<file path="config.mk">
export PLATFORM = sky130hd
export DESIGN_NAME = bmp24_stream_to_framebuffer
export DESIGN_NICKNAME = d
export VERILOG_FILES = /design/src/hw/rtl/bmp24_pkg.sv /design/src/hw/rtl/bmp24_parser.sv /design/src/hw/rtl/bmp24_queue.sv /design/src/hw/rtl/bmp24_formatter.sv /design/src/hw/rtl/bmp24_stream_to_framebuffer.sv
export SDC_FILE = /design/constraint.sdc
export NUM_CORES = 1
export LEC_CHECK = 0
export BUFFER_PORTS_ARGS = -buffer_cell sky130_fd_sc_hd__buf_2
export CORE_UTILIZATION = 45
export DETAILED_ROUTE_END_ITERATION = 10
export SLEW_MARGIN = 0
export SYNTH_ARGS = -nofsm -noshare
export SYNTH_HDL_FRONTEND = slang
export SYNTH_HIERARCHICAL = 1
export SYNTH_SLANG_ARGS = --single-unit
export TNS_END_PERCENT = 100
</file>
<file path="constraint.sdc">
create_clock -name clk -period 16.2 [get_ports clk]
set_input_delay 0.81 -clock clk [delete_from_list [all_inputs] [get_ports clk]]
set_output_delay 0.81 -clock clk [all_outputs]
set_load 0.02 [all_outputs]
</file>
<file path="src/hw/rtl/bmp24_pkg.sv">
`timescale 1ns / 1ps
package bmp24_pkg;

  typedef struct packed {
    logic [7:0] file_byte;
    logic       end_of_file;
  } in_item_t;

  typedef struct packed {
    logic [23:0] pixel_value;
    logic [25:0] pixel_address;
    logic        is_error;
    logic        last_pixel;
  } out_item_t;

  typedef enum logic [2:0] {
    PH_HEADER = 3'd0,
    PH_SKIP   = 3'd1,
    PH_PIXEL  = 3'd2,
    PH_PAD    = 3'd3,
    PH_DONE   = 3'd4,
    PH_ERROR  = 3'd5
  } phase_t;

  // Work handed from the parser to the pixel formatter.
  typedef struct packed {
    logic        is_error;
    logic        last_pixel;
    logic [7:0]  red;
    logic [7:0]  green;
    logic [7:0]  blue;
    logic [25:0] row_start;
    logic [12:0] column;
  } job_t;

  localparam logic [1:0] MODE_RGB565 = 2'd0;
  localparam logic [1:0] MODE_PACKED = 2'd1;
  localparam logic [5:0] HEADER_LEN  = 6'd54;
  localparam int unsigned QUEUE_DEPTH = 2;

  // Bytes per destination pixel for a mode; mode 3 acts as mode 2.
  function automatic logic [2:0] bytes_per_pixel(input logic [1:0] mode);
    unique case (mode)
      MODE_RGB565: bytes_per_pixel = 3'd2;
      MODE_PACKED: bytes_per_pixel = 3'd3;
      default:     bytes_per_pixel = 3'd4;
    endcase
  endfunction

endpackage

</file>
<file path="src/hw/rtl/bmp24_parser.sv">
`timescale 1ns / 1ps
module bmp24_parser #(
  parameter int MAX_WIDTH  = 4096,
  parameter int MAX_HEIGHT = 4096
) (
  input  logic                clk,
  input  logic                rst,
  input  logic [1:0]          dst_mode,
  input  logic                in_valid,
  input  bmp24_pkg::in_item_t in_data,
  output logic                in_stall,
  output logic                job_valid,
  output bmp24_pkg::job_t     job,
  input  logic                job_full
);
  import bmp24_pkg::*;

  phase_t      phase, phase_next;
  logic [31:0] byte_position;
  logic [31:0] data_offset;
  logic [31:0] raw_width, raw_height;
  logic [12:0] image_width, image_height;
  logic [15:0] bit_depth;
  logic [12:0] column_count, row_count;
  logic [1:0]  byte_in_pixel;
  logic [15:0] held_blue_green;
  logic [1:0]  pad_remaining;
  logic [25:0] row_start_address;

  // Row start multiply is split over two stages: row*width, then *bpp.
  logic        row_pending;
  logic        mult_stage;
  logic [25:0] row_product;

  logic        accept;
  logic [7:0]  b;
  logic [31:0] shifted;
  logic        header_bad;
  logic [12:0] dest_row;

  assign b        = in_data.file_byte;
  assign in_stall = job_full || row_pending;
  assign accept   = in_valid && !in_stall;

  always_comb begin
    shifted = 32'(b) << {byte_position[1:0], 3'b000};
    header_bad = (bit_depth != 16'd24) || (raw_width == 32'd0) ||
                 (raw_width > 32'(MAX_WIDTH)) || (raw_height == 32'd0) ||
                 (raw_height > 32'(MAX_HEIGHT)) || (data_offset < 32'(HEADER_LEN));
    dest_row = image_height - 13'd1 - row_count;
  end

  always_comb begin
    phase_next = phase;
    job_valid  = 1'b0;
    job        = '0;
    job.red    = b;
    job.green  = held_blue_green[15:8];
    job.blue   = held_blue_green[7:0];
    job.row_start = row_start_address;
    job.column = column_count;
    if (accept) begin
      unique case (phase)
        PH_HEADER: begin
          if (byte_position == 32'(HEADER_LEN - 6'd1)) begin
            if (header_bad) begin
              phase_next = PH_ERROR;
              job_valid  = 1'b1;
              job        = '0;
              job.is_error = 1'b1;
            end else if (data_offset == 32'(HEADER_LEN)) begin
              phase_next = PH_PIXEL;
            end else begin
              phase_next = PH_SKIP;
            end
          end
        end
        PH_SKIP: begin
          if (byte_position + 32'd1 == data_offset) phase_next = PH_PIXEL;
        end
        PH_PIXEL: begin
          if (byte_in_pixel == 2'd2) begin
            job_valid = 1'b1;
            if (column_count + 13'd1 >= image_width) begin
              if (row_count + 13'd1 >= image_height) begin
                job.last_pixel = 1'b1;
                phase_next = PH_DONE;
              end else if (image_width[1:0] != 2'd0) begin
                phase_next = PH_PAD;
              end
            end
          end
        end
        PH_PAD: begin
          if (pad_remaining == 2'd1) phase_next = PH_PIXEL;
        end
        default: phase_next = phase;
      endcase
      if (in_data.end_of_file) phase_next = PH_HEADER;
    end
  end

  always_ff @(posedge clk) begin
    if (rst) begin
      phase <= PH_HEADER;
      byte_position <= '0;
      data_offset <= '0;
      raw_width <= '0;
      raw_height <= '0;
      image_width <= '0;
      image_height <= '0;
      bit_depth <= '0;
      column_count <= '0;
      row_count <= '0;
      byte_in_pixel <= '0;
      held_blue_green <= '0;
      pad_remaining <= '0;
      row_start_address <= '0;
      row_pending <= 1'b0;
      mult_stage <= 1'b0;
      row_product <= '0;
    end else begin
      if (row_pending) begin
        if (!mult_stage) begin
          row_product <= 26'(dest_row * image_width);
          mult_stage  <= 1'b1;
        end else begin
          row_start_address <= 26'(row_product * bytes_per_pixel(dst_mode));
          mult_stage  <= 1'b0;
          row_pending <= 1'b0;
        end
      end
      if (accept) begin
        phase <= phase_next;
        unique case (phase)
          PH_HEADER: begin
            byte_position <= byte_position + 32'd1;
            if (byte_position >= 32'd10 && byte_position <= 32'd13)
              data_offset <= data_offset | (shifted << 16) | (shifted >> 16);
            else if (byte_position >= 32'd18 && byte_position <= 32'd21)
              raw_width <= raw_width | (shifted << 16) | (shifted >> 16);
            else if (byte_position >= 32'd22 && byte_position <= 32'd25)
              raw_height <= raw_height | (shifted << 16) | (shifted >> 16);
            else if (byte_position == 32'd28)
              bit_depth[7:0] <= b;
            else if (byte_position == 32'd29)
              bit_depth[15:8] <= b;
            if (byte_position == 32'(HEADER_LEN - 6'd1) && !header_bad) begin
              image_width  <= raw_width[12:0];
              image_height <= raw_height[12:0];
              row_count    <= '0;
              column_count <= '0;
              byte_in_pixel <= '0;
              row_pending  <= 1'b1;
            end
          end
          PH_SKIP: byte_position <= byte_position + 32'd1;
          PH_PIXEL: begin
            if (byte_in_pixel == 2'd0) begin
              held_blue_green <= {8'd0, b};
              byte_in_pixel <= 2'd1;
            end else if (byte_in_pixel == 2'd1) begin
              held_blue_green[15:8] <= b;
              byte_in_pixel <= 2'd2;
            end else begin
              byte_in_pixel <= 2'd0;
              column_count <= column_count + 13'd1;
              if (column_count + 13'd1 >= image_width) begin
                row_count <= row_count + 13'd1;
                if (row_count + 13'd1 < image_height) begin
                  if (image_width[1:0] != 2'd0) begin
                    pad_remaining <= image_width[1:0];
                  end else begin
                    column_count <= '0;
                    row_pending  <= 1'b1;
                  end
                end
              end
            end
          end
          PH_PAD: begin
            pad_remaining <= pad_remaining - 2'd1;
            if (pad_remaining == 2'd1) begin
              column_count <= '0;
              byte_in_pixel <= '0;
              row_pending <= 1'b1;
            end
          end
          default: ;
        endcase
        if (in_data.end_of_file) begin
          byte_position <= '0;
          data_offset <= '0;
          raw_width <= '0;
          raw_height <= '0;
          image_width <= '0;
          image_height <= '0;
          bit_depth <= '0;
          column_count <= '0;
          row_count <= '0;
          byte_in_pixel <= '0;
          held_blue_green <= '0;
          pad_remaining <= '0;
          row_start_address <= '0;
          row_pending <= 1'b0;
          mult_stage <= 1'b0;
        end
      end
    end
  end

  // The input is held off while the row start address is computed.
  assert property (@(posedge clk) disable iff (rst) row_pending |-> in_stall)
    else $error("byte taken during row address computation");
  assert property (@(posedge clk) disable iff (rst)
    job_valid |-> accept)
    else $error("job issued without an accepted beat");
  assert property (@(posedge clk) disable iff (rst)
    (job_valid && job.is_error) |-> !job.last_pixel)
    else $error("error job flagged as last pixel");
endmodule

</file>
<file path="src/hw/rtl/bmp24_queue.sv">
`timescale 1ns / 1ps
module bmp24_queue (
  input  logic            clk,
  input  logic            rst,
  input  logic            push,
  input  bmp24_pkg::job_t push_data,
  output logic            full,
  output logic            pop_valid,
  output bmp24_pkg::job_t pop_data,
  input  logic            pop
);
  import bmp24_pkg::*;

  job_t       entries [QUEUE_DEPTH];
  logic       wr_ptr, rd_ptr;
  logic [1:0] count;

  assign full      = (count == 2'(QUEUE_DEPTH));
  assign pop_valid = (count != 2'd0);
  assign pop_data  = entries[rd_ptr];

  always_ff @(posedge clk) begin
    if (push) entries[wr_ptr] <= push_data;
  end

  always_ff @(posedge clk) begin
    if (rst) begin
      wr_ptr <= 1'b0;
      rd_ptr <= 1'b0;
      count  <= '0;
    end else begin
      if (push) wr_ptr <= ~wr_ptr;
      if (pop)  rd_ptr <= ~rd_ptr;
      count <= count + 2'(push) - 2'(pop);
    end
  end

  assert property (@(posedge clk) disable iff (rst) !(push && full))
    else $error("queue overflow");
  assert property (@(posedge clk) disable iff (rst) !(pop && !pop_valid))
    else $error("queue underflow");
  assert property (@(posedge clk) disable iff (rst) count <= 2'(QUEUE_DEPTH))
    else $error("queue count out of range");
endmodule

</file>
<file path="src/hw/rtl/bmp24_formatter.sv">
`timescale 1ns / 1ps
module bmp24_formatter (
  input  logic                 clk,
  input  logic                 rst,
  input  logic [1:0]           dst_mode,
  input  logic                 job_valid,
  input  bmp24_pkg::job_t      job,
  output logic                 job_pop,
  output logic                 out_valid,
  output bmp24_pkg::out_item_t out_data,
  input  logic                 out_stall
);
  import bmp24_pkg::*;

  out_item_t   result;
  logic [15:0] column_offset;
  logic        load;

  assign load    = job_valid && (!out_valid || !out_stall);
  assign job_pop = load;

  always_comb begin
    column_offset = 16'(job.column * bytes_per_pixel(dst_mode));
    result = '0;
    if (!job.is_error) begin
      if (dst_mode == MODE_RGB565)
        result.pixel_value = {8'd0, job.red[7:3], job.green[7:2], job.blue[7:3]};
      else
        result.pixel_value = {job.red, job.green, job.blue};
      result.pixel_address = job.row_start + 26'(column_offset);
      result.last_pixel = job.last_pixel;
    end
    result.is_error = job.is_error;
  end

  always_ff @(posedge clk) begin
    if (rst) begin
      out_valid <= 1'b0;
    end else if (load) begin
      out_valid <= 1'b1;
    end else if (!out_stall) begin
      out_valid <= 1'b0;
    end
  end

  always_ff @(posedge clk) begin
    if (load) out_data <= result;
  end

  assert property (@(posedge clk) disable iff (rst)
    (out_valid && out_stall) |=> out_valid)
    else $error("result dropped while stalled");
  assert property (@(posedge clk) disable iff (rst)
    (out_valid && out_data.is_error) |-> (out_data.pixel_value == 24'd0))
    else $error("error result carries pixel data");
  assert property (@(posedge clk) disable iff (rst)
    (out_valid && out_stall) |=> $stable(out_data))
    else $error("stalled result changed");
endmodule

</file>
<file path="src/hw/rtl/bmp24_stream_to_framebuffer.sv">
`timescale 1ns / 1ps
// A pixel's red byte is pushed into the queue on the edge that accepts it; the
// formatter then registers it from the queue, and out_valid rises with that register.
// Throughput: one byte per cycle; the parser pauses at each row start
// while the row address multiply (row times width, then times bpp) runs,
// and holds input off while the two-entry queue is full under output stalls.
// Reset (rst, synchronous): parser returns to header parsing, queue empties,
// dst_mode returns to RGB565.
module bmp24_stream_to_framebuffer #(
  parameter int MAX_WIDTH  = 4096,
  parameter int MAX_HEIGHT = 4096
) (
  input  logic                 clk,
  input  logic                 rst,
  input  logic                 in_valid,
  input  bmp24_pkg::in_item_t  in_data,
  output logic                 in_stall,
  output logic                 out_valid,
  output bmp24_pkg::out_item_t out_data,
  input  logic                 out_stall,
  input  logic                 psel,
  input  logic                 penable,
  input  logic                 pwrite,
  input  logic [1:0]           paddr,
  input  logic [31:0]          pwdata,
  output logic [31:0]          prdata,
  output logic                 pready
);
  import bmp24_pkg::*;

  logic [1:0] dst_mode;
  logic       q_push, q_full, q_valid, q_pop;
  job_t       q_in, q_out;

  assign pready = 1'b1;
  assign prdata = (paddr == 2'd0) ? {30'd0, dst_mode} : 32'd0;

  always_ff @(posedge clk) begin
    if (rst) dst_mode <= MODE_RGB565;
    else if (psel && penable && pwrite && paddr == 2'd0) dst_mode <= pwdata[1:0];
  end

  bmp24_parser #(.MAX_WIDTH(MAX_WIDTH), .MAX_HEIGHT(MAX_HEIGHT)) u_parser (
    .clk, .rst, .dst_mode, .in_valid, .in_data, .in_stall,
    .job_valid(q_push), .job(q_in), .job_full(q_full)
  );

  bmp24_queue u_queue (
    .clk, .rst, .push(q_push), .push_data(q_in), .full(q_full),
    .pop_valid(q_valid), .pop_data(q_out), .pop(q_pop)
  );

  bmp24_formatter u_formatter (
    .clk, .rst, .dst_mode, .job_valid(q_valid), .job(q_out), .job_pop(q_pop),
    .out_valid, .out_data, .out_stall
  );
endmodule
</file>
==> results.cfg, run 1 <==
[power]
peakVddDrop_v = 0.0000769
p_int_mw = 2.22
p_total_mw = 3.07
combPwrFrac_pct = 16.0
swShare_pct = 27.8
power_frac_clock_pct = 40.4
power_density_nw_per_um2 = 91.8
switching_power_uw = 853
p_seq_share_pct = 43.6
p_leak_nw = 14.1

[synth]
synth_top_family_by_area = simple AND/OR/NAND/NOR gates
netlist_instances = 3352
synth-compound-area-share_pct = 11.2
synth_xor_xnor_area_share_pct = 3.28
yosysSeqAreaShare_pct = 36.0
yosys_warnings = 6
avgSynthCellArea_um2 = 9.19
synth_edf_count = 182
synthAdderAreaFrac_pct = 17.1
synth_cell_types = 91
syn_area_um2 = 30800
synth_top_area_cell = dfxtp_1
synth_top_area_share_pct = 18.3
async_flop_share_pct = 0
synth-simple-area-share_pct = 20.5
synth.area.mux_share_pct = 5.22
yosys_most_used_dff = dfxtp_1
synth-seq-cells = 463
synth_area_leaders = dfxtp_1 18%, edfxtp_1 18%, fa_1 9.7%, ha_1 7.4%, nor2_1 4.0%

[global_route]
grt_overflow = 0
antenna_found_initial = 1
track_usage_pct = 20.8
grt_pass1_wl_um = 119000
grt_pass1_vias = 22790
grt_max_degree = 79

[clocking]
worstSkewPairLatency_ns = 0.62
clock_sink_count = 463
numCtsBuffers = 51
path_clk_slew_ns = 0.06
postCtsSetupRepairBufs = 0
cts_root_buffer = clkbuf_16
cts_max_level = 2
cts_hold_buf = 0
cts_tree = built
ctsResizeCount = 0
clockBufferDepth = 3

[sta]
period_needed_ns = 8.01
period_share_pct = 49.4
setup_viol = 0
fin_setup_tns_ns = 0
grt_setup_unrepaired = false
skew_ns = 0.0361
worst_pin_slew_ns = 1.29
relSlewSlack_pct = 13.6
hold_viol_final = 0
finalMaxSlewViolations = 0
clock.fmax_mhz = 125

[floorplanning]
num_rows = 95
io_pins = 137
dieArea_um2 = 69500
core_area_um2 = 67500
start_util_pct = 45.6
die_y_um = 264
die_x_um = 264

[final_layout]
finalNetCount = 3689
syn_to_final_growth_pct = 8.58
finalInstanceArea_um2 = 33500
final_util_pct = 49.6
antenna_cells = 0
drive_gt1_share_pct = 9.73

[setup_path]
crit_arrival_ns = 8.48
critical-path-top-delay-family = adder cells
cp_slowest_cell = a221oi_1
crit_required_ns = 16.67
crit_buf_inv = 6
slowest_delay_ns = 0.57
start_kind = flop
cp_common_cell = fa_1
rrSetupSlack_ns = 8.19
worstPathMaxFanout = 13
crit_type = flop to flop
crit_path_end_kind = flop

[routing]
ant_nets = 0
drt_wl_total_um = 72800
wire_per_inst_um = 17.2
vias_per_cell = 5.51
first_pass_iters = 5
dr.first_iter.drc_count = 1595
drc = 0
vias = 23255

[placement]
placed_area_um2 = 31600
place.gp.congestion = 0.871
io_buffers = 75
place_hpwl_um = 52000

[outcome]
status = finished, final reports clean

[min_path]
min_path_type = flop to flop

[job]
cap_violations = 0
## worst min-delay path, stage by stage, from the launching register on
cell and delay (ns):
dfxtp_1 0.30, nand2_1 0.05, a21oi_1 0.05
## final timing paths
| check | start | endpoint | cells past startpoint |
|---|---|---|---|
| worst min-delay path | u_parser/row_start_address[18]$_SDFF_PP0_ | u_parser/row_start_address[18]$_SDFF_PP0_ | 2 |
| worst max register to register | u_parser/row_count[0]$_SDFFE_PP0P_ | u_parser/row_product[25]$_SDFFE_PP0P_ | 28 |
| worst max-delay path | u_parser/row_count[0]$_SDFFE_PP0P_ | u_parser/row_product[25]$_SDFFE_PP0P_ | 28 |
| worst min register to register | u_parser/row_start_address[18]$_SDFF_PP0_ | u_parser/row_start_address[18]$_SDFF_PP0_ | 2 |
## cells by family after synthesis
| family | after synthesis |
|---|---|
| AOI/OAI and AO/OA | 561 |
| xor gates and xnor gates | 114 |
| adders and majority gates | 332 |
| buffers and inverters | 491 |
| DFF | 463 |
| muxes | 131 |
| other | 3 |
| and+or+nand+nor | 1257 |
## power by group through the flow
| stage | Clock [mW] | Sequential (mW) | Combinational, mW |
|---|---|---|---|
| after global placement | 0 | 1.36 | 0.486 |
| after CTS | 1.27 | 1.34 | 0.495 |
| after floorplan | 0 | 1.44 | 0.295 |
| after detailed placement | 0 | 1.37 | 0.492 |
| after global routing | 1.32 | 1.35 | 0.534 |
| final | 1.24 | 1.34 | 0.492 |
## cells in the mapped netlist (8+ instances only)
library cell    n
a211oi_1       18
a21o_1         35
a21oi_1       202
a22oi_1        16
a31oi_1       113
and2_1        128
and3_1         32
and4_1          8
buf_2          18
buf_4          34
clkbuf_1      175
dfxtp_1       281
edfxtp_1      182
fa_1          149
ha_1          183
inv_1         250
mux2_2         36
mux2_4         50
mux2i_1        42
nand2_1       288
nand2b_1       35
nand3_1       112
nand3b_1        9
nand4_1        33
nand4b_1        8
nor2_1        331
nor2b_1       102
nor3_1         37
nor3b_1        21
nor4_1         49
o211ai_1       13
o21a_1          8
o21ai_0        82
o21bai_1       12
or2_2           9
or3_1          18
xnor2_1        77
xor2_1         36
## metrics by stage
stage / hold slack, ns / worst slack, ns / instances
after detailed placement: 0.448 / 8.23 / 4127
after global placement: 0.438 / 8.29 / 4127
final: 0.453 / 8.19 / 4222
after floorplan: 0.427 / 8.87 / 3381
after global routing: 0.456 / 7.69 / 4222
after CTS: 0.417 / 8.21 / 4222
## metal layers
metal | wire, µm | vias to the layer above | global-route usage [%]
li1 | - | 11352 | -
met1 | 33400 | 11243 | 28.2
met2 | 34500 | 561 | 35.3
met3 | 3470 | 99 | 2.68
met4 | 1340 | 0 | 5.22
met5 | 0 | - | 0
## sequential cells by signal, indices dropped and copies added (netlist names), 2 cells and up, named ones only
register and flops:
dst_mode 2, u_formatter/out_data 52, u_parser/bit_depth 16, u_parser/byte_in_pixel 2, u_parser/byte_position 32, u_parser/column_count 13
u_parser/data_offset 32, u_parser/held_blue_green 16, u_parser/image_height 13, u_parser/image_width 13, u_parser/pad_remaining 2, u_parser/phase 3
u_parser/raw_height 32, u_parser/raw_width 32, u_parser/row_count 13, u_parser/row_product 26, u_parser/row_start_address 26, u_queue/count 2
u_queue/entries 130
## layout make-up
cell class | instances | area, µm²
multi-input cells | 2427 | 17800
flip-flops and latches | 463 | 11100
clock buffers | 70 | 1430
well taps | 873 | 1090
repair buffers | 114 | 671
clock inverters | 25 | 400
inverters | 250 | 938
fillers | 6192 | 34100
## placed cells by master, fill, tap and decap left out, types with 9 or more instances in the layout
master / instances
nor4_1: 48
or3_1: 18
nand4_1: 33
buf_2: 74
nand2b_1: 35
a21oi_1: 200
xor2_1: 36
ha_1: 182
nor2b_1: 101
mux2i_1: 42
and2_1: 127
nor3b_1: 21
nand3_1: 112
clkbuf_1: 11
o21ai_0: 81
clkbuf_16: 51
a31oi_1: 113
conb_1: 32
buf_4: 40
nand2_1: 288
mux2_2: 36
nand3b_1: 9
inv_1: 250
xnor2_1: 77
nor2_1: 330
a211oi_1: 18
o21bai_1: 12
dfxtp_1: 279
a22oi_1: 16
a21o_1: 34
or2_2: 9
nor3_1: 37
mux2_4: 50
o211ai_1: 13
edfxtp_1: 182
and3_1: 32
fa_1: 149
No activity file was read; power rests on OpenSTA's default activity.
==> run 2: changes to the inputs <==
==> constraint.sdc (replaced) <==
create_clock -name clk -period 6.94 [get_ports clk]
set_input_delay 0.347 -clock clk [delete_from_list [all_inputs] [get_ports clk]]
set_output_delay 0.347 -clock clk [all_outputs]
set_load 0.02 [all_outputs]
==> run 2 against run 1 <==
Net effect: setup slack worse by 8.1 ns; critical endpoint is now u_parser/row_product[23]$_SDFFE_PP0P_; critical path type unchanged; largest cell class unchanged; sequential power is 130% higher; non-clock buffer count is 80 higher; clock power is 140% higher; design area is 3.3% higher; register-to-register slack worse by 8.1 ns; first-iteration DRC count is 5.1% higher; die area stayed put.
==> results.cfg, run 2 (synthesis gave the netlist of run 1 again) <==
[global_route]
track_usage_pct = 21.1
antenna_found_initial = 1
grt_util_met3_pct = 2.91
grt_max_degree = 98
grt_pass1_wl_um = 121000
grt_busiest_layer = met2
grt_pass1_vias = 23676
grt_use_met2_pct = 36.1
grt_overflow = 0
grtUsageMet1_pct = 27.8

[routing]
drc = 0
wire_per_inst_um = 17.2
dr.first_iter.drc_count = 1676
vias = 23638
ant_nets = 0
vias_per_cell = 5.49
drt_wl_total_um = 74200
first_pass_iters = 8

[final_layout]
finalInstanceArea_um2 = 34600
final_util_pct = 51.2
reg_top3 = u_queue/entries (130), u_formatter/out_data (52)
final_cell_mix = 327 x nor2_1, 280 x nand2_1, 276 x dfxtp_1
syn_to_final_growth_pct = 12.2
drive_gt1_share_pct = 14.5
final_common_cell = nor2_1
finalNetCount = 3770
regMostFlops = u_queue/entries
largest_reg_flops = 130
antenna_cells = 0

[sta]
setup_viol = 0
period_share_pct = 98.3
fin_setup_tns_ns = 0
worst_pin_slew_ns = 1.30
relSlewSlack_pct = 13.2
skew_ns = 0.0341
finalMaxSlewViolations = 0
period_needed_ns = 6.83
hold_viol_final = 0
grt_setup_unrepaired = true
clock.fmax_mhz = 147
fin_hold_ws_ns = 0.0333

[setup_path]
rrSetupSlack_ns = 0.11
slowest_delay_ns = 0.55
crit_start = u_parser/row_count[0]$_SDFFE_PP0P_
start_kind = flop
crit_type = flop to flop
r2r-end = u_parser/row_product[23]$_SDFFE_PP0P_
crit_path_end_kind = flop
crit_required_ns = 7.44
endpoint = u_parser/row_product[23]$_SDFFE_PP0P_
worstPathMaxFanout = 4
crit_buf_inv = 7
crit-reg2reg-launch = u_parser/row_count[0]$_SDFFE_PP0P_
crit_arrival_ns = 7.33
cp_slowest_cell = fa_2
critical-path-top-delay-family = adder cells
reg2reg_depth = 30
crit_cells = 30

[clocking]
cts_tree = built
cts_root_buffer = clkbuf_16
worstSkewPairLatency_ns = 0.62
cts_max_level = 2
clockBufferDepth = 3
numCtsBuffers = 52
path_clk_slew_ns = 0.07
clock_sink_count = 463

[power]
power_density_nw_per_um2 = 211
swShare_pct = 27.6
peakVddDrop_v = 0.000226
p_int_mw = 5.30
combPwrFrac_pct = 15.8
power_frac_clock_pct = 41.4
p_seq_share_pct = 42.9
p_leak_nw = 14.6
switching_power_mw = 2.01
p_total_mw = 7.31

[placement]
placed_area_um2 = 32100
io_buffers = 75
place_hpwl_um = 52700
place.gp.congestion = 0.883

[floorplanning]
io_pins = 137
dieArea_um2 = 69500
num_rows = 95
die_x_um = 264
start_util_pct = 45.6
die_y_um = 264
core_area_um2 = 67500

[min_path]
min_path_type = primary input to flop

[outcome]
status = finished, final reports clean

[job]
cap_violations = 0
[run 2: cell types whose count changed in the layout (fill, tap and decap cells not counted), moves of 9 or more]
cell and change:
and2_1 -9, inv_2 +19, and2_4 +9, a21oi_2 +11, a21oi_1 -11, ha_1 -13
ha_4 +13, inv_1 -19, buf_4 +76
[run 2: metrics by stage]
step / setup slack (ns) / cells
finish: 0.115 / 4302
detailed placement: -0.279 / 4183
global placement: -0.162 / 4183
floorplan: -0.0280 / 3381
CTS: 0.00690 / 4290
global route: -0.157 / 4302
[run 2: per-layer routing]
metal  wire length (µm)  vias up
met3               3690      116
li1                   -    11512
met1              33200    11408
met2              35600      602
met4               1730        0
met5                  0        -
[run 2: worst min-delay path, stage by stage]
cell and delay, ns:
buf_2 0.11, a21oi_1 0.07, nor2_1 0.08
[run 2: timing repair]
item / 4_1_cts / 5_1_grt
hold buffers: 2 / 0
setup endpoints to repair: 4 / 9
gates cloned: 0 / 0
buffers inserted: 10 / 13
pin swaps: 20 / 92
gates resized for setup: 28 / 70
endpoints found under the hold margin: 2 / 0
[run 2: area by class of cell]
class                           instances  area [µm²]
Inverter                              250         938
Sequential cell                       463       11100
Clock buffer                           66        1410
Fill cell                            6140       32900
Clock inverter                         29         484
Timing Repair Buffer                  194        1280
Multi-Input combinational cell       2427       18300
Tap cell                              873        1090
[run 2: power groups by stage]
stage / logic (mW) / registers, mW / clock network, mW
floorplan: 0.689 / 3.36 / 0
global placement: 1.13 / 3.19 / 0
global route: 1.25 / 3.15 / 3.20
detailed placement: 1.15 / 3.20 / 0
finish: 1.15 / 3.13 / 3.02
CTS: 1.16 / 3.14 / 3.09
[run 2: how the worst min path moves through the flow]
| stage | end | cells after the start | start |
|---|---|---|---|
| 2_1_floorplan | u_queue/count[0]$_SDFF_PP0_ | 1 | rst |
| 3_3_place_gp | u_parser/pad_remaining[1]$_SDFFE_PP0P_ | 2 | u_parser/pad_remaining[1]$_SDFFE_PP0P_ |
| 3_5_place_dp | u_parser/row_start_address[13]$_SDFF_PP0_ | 2 | u_parser/row_start_address[13]$_SDFF_PP0_ |
| 4_1_cts | u_formatter/out_valid$_SDFFE_PP0P_ | 3 | out_stall |
| 5_1_grt | u_formatter/out_valid$_SDFFE_PP0P_ | 3 | out_stall |
| 6_report | u_formatter/out_valid$_SDFFE_PP0P_ | 3 | out_stall |
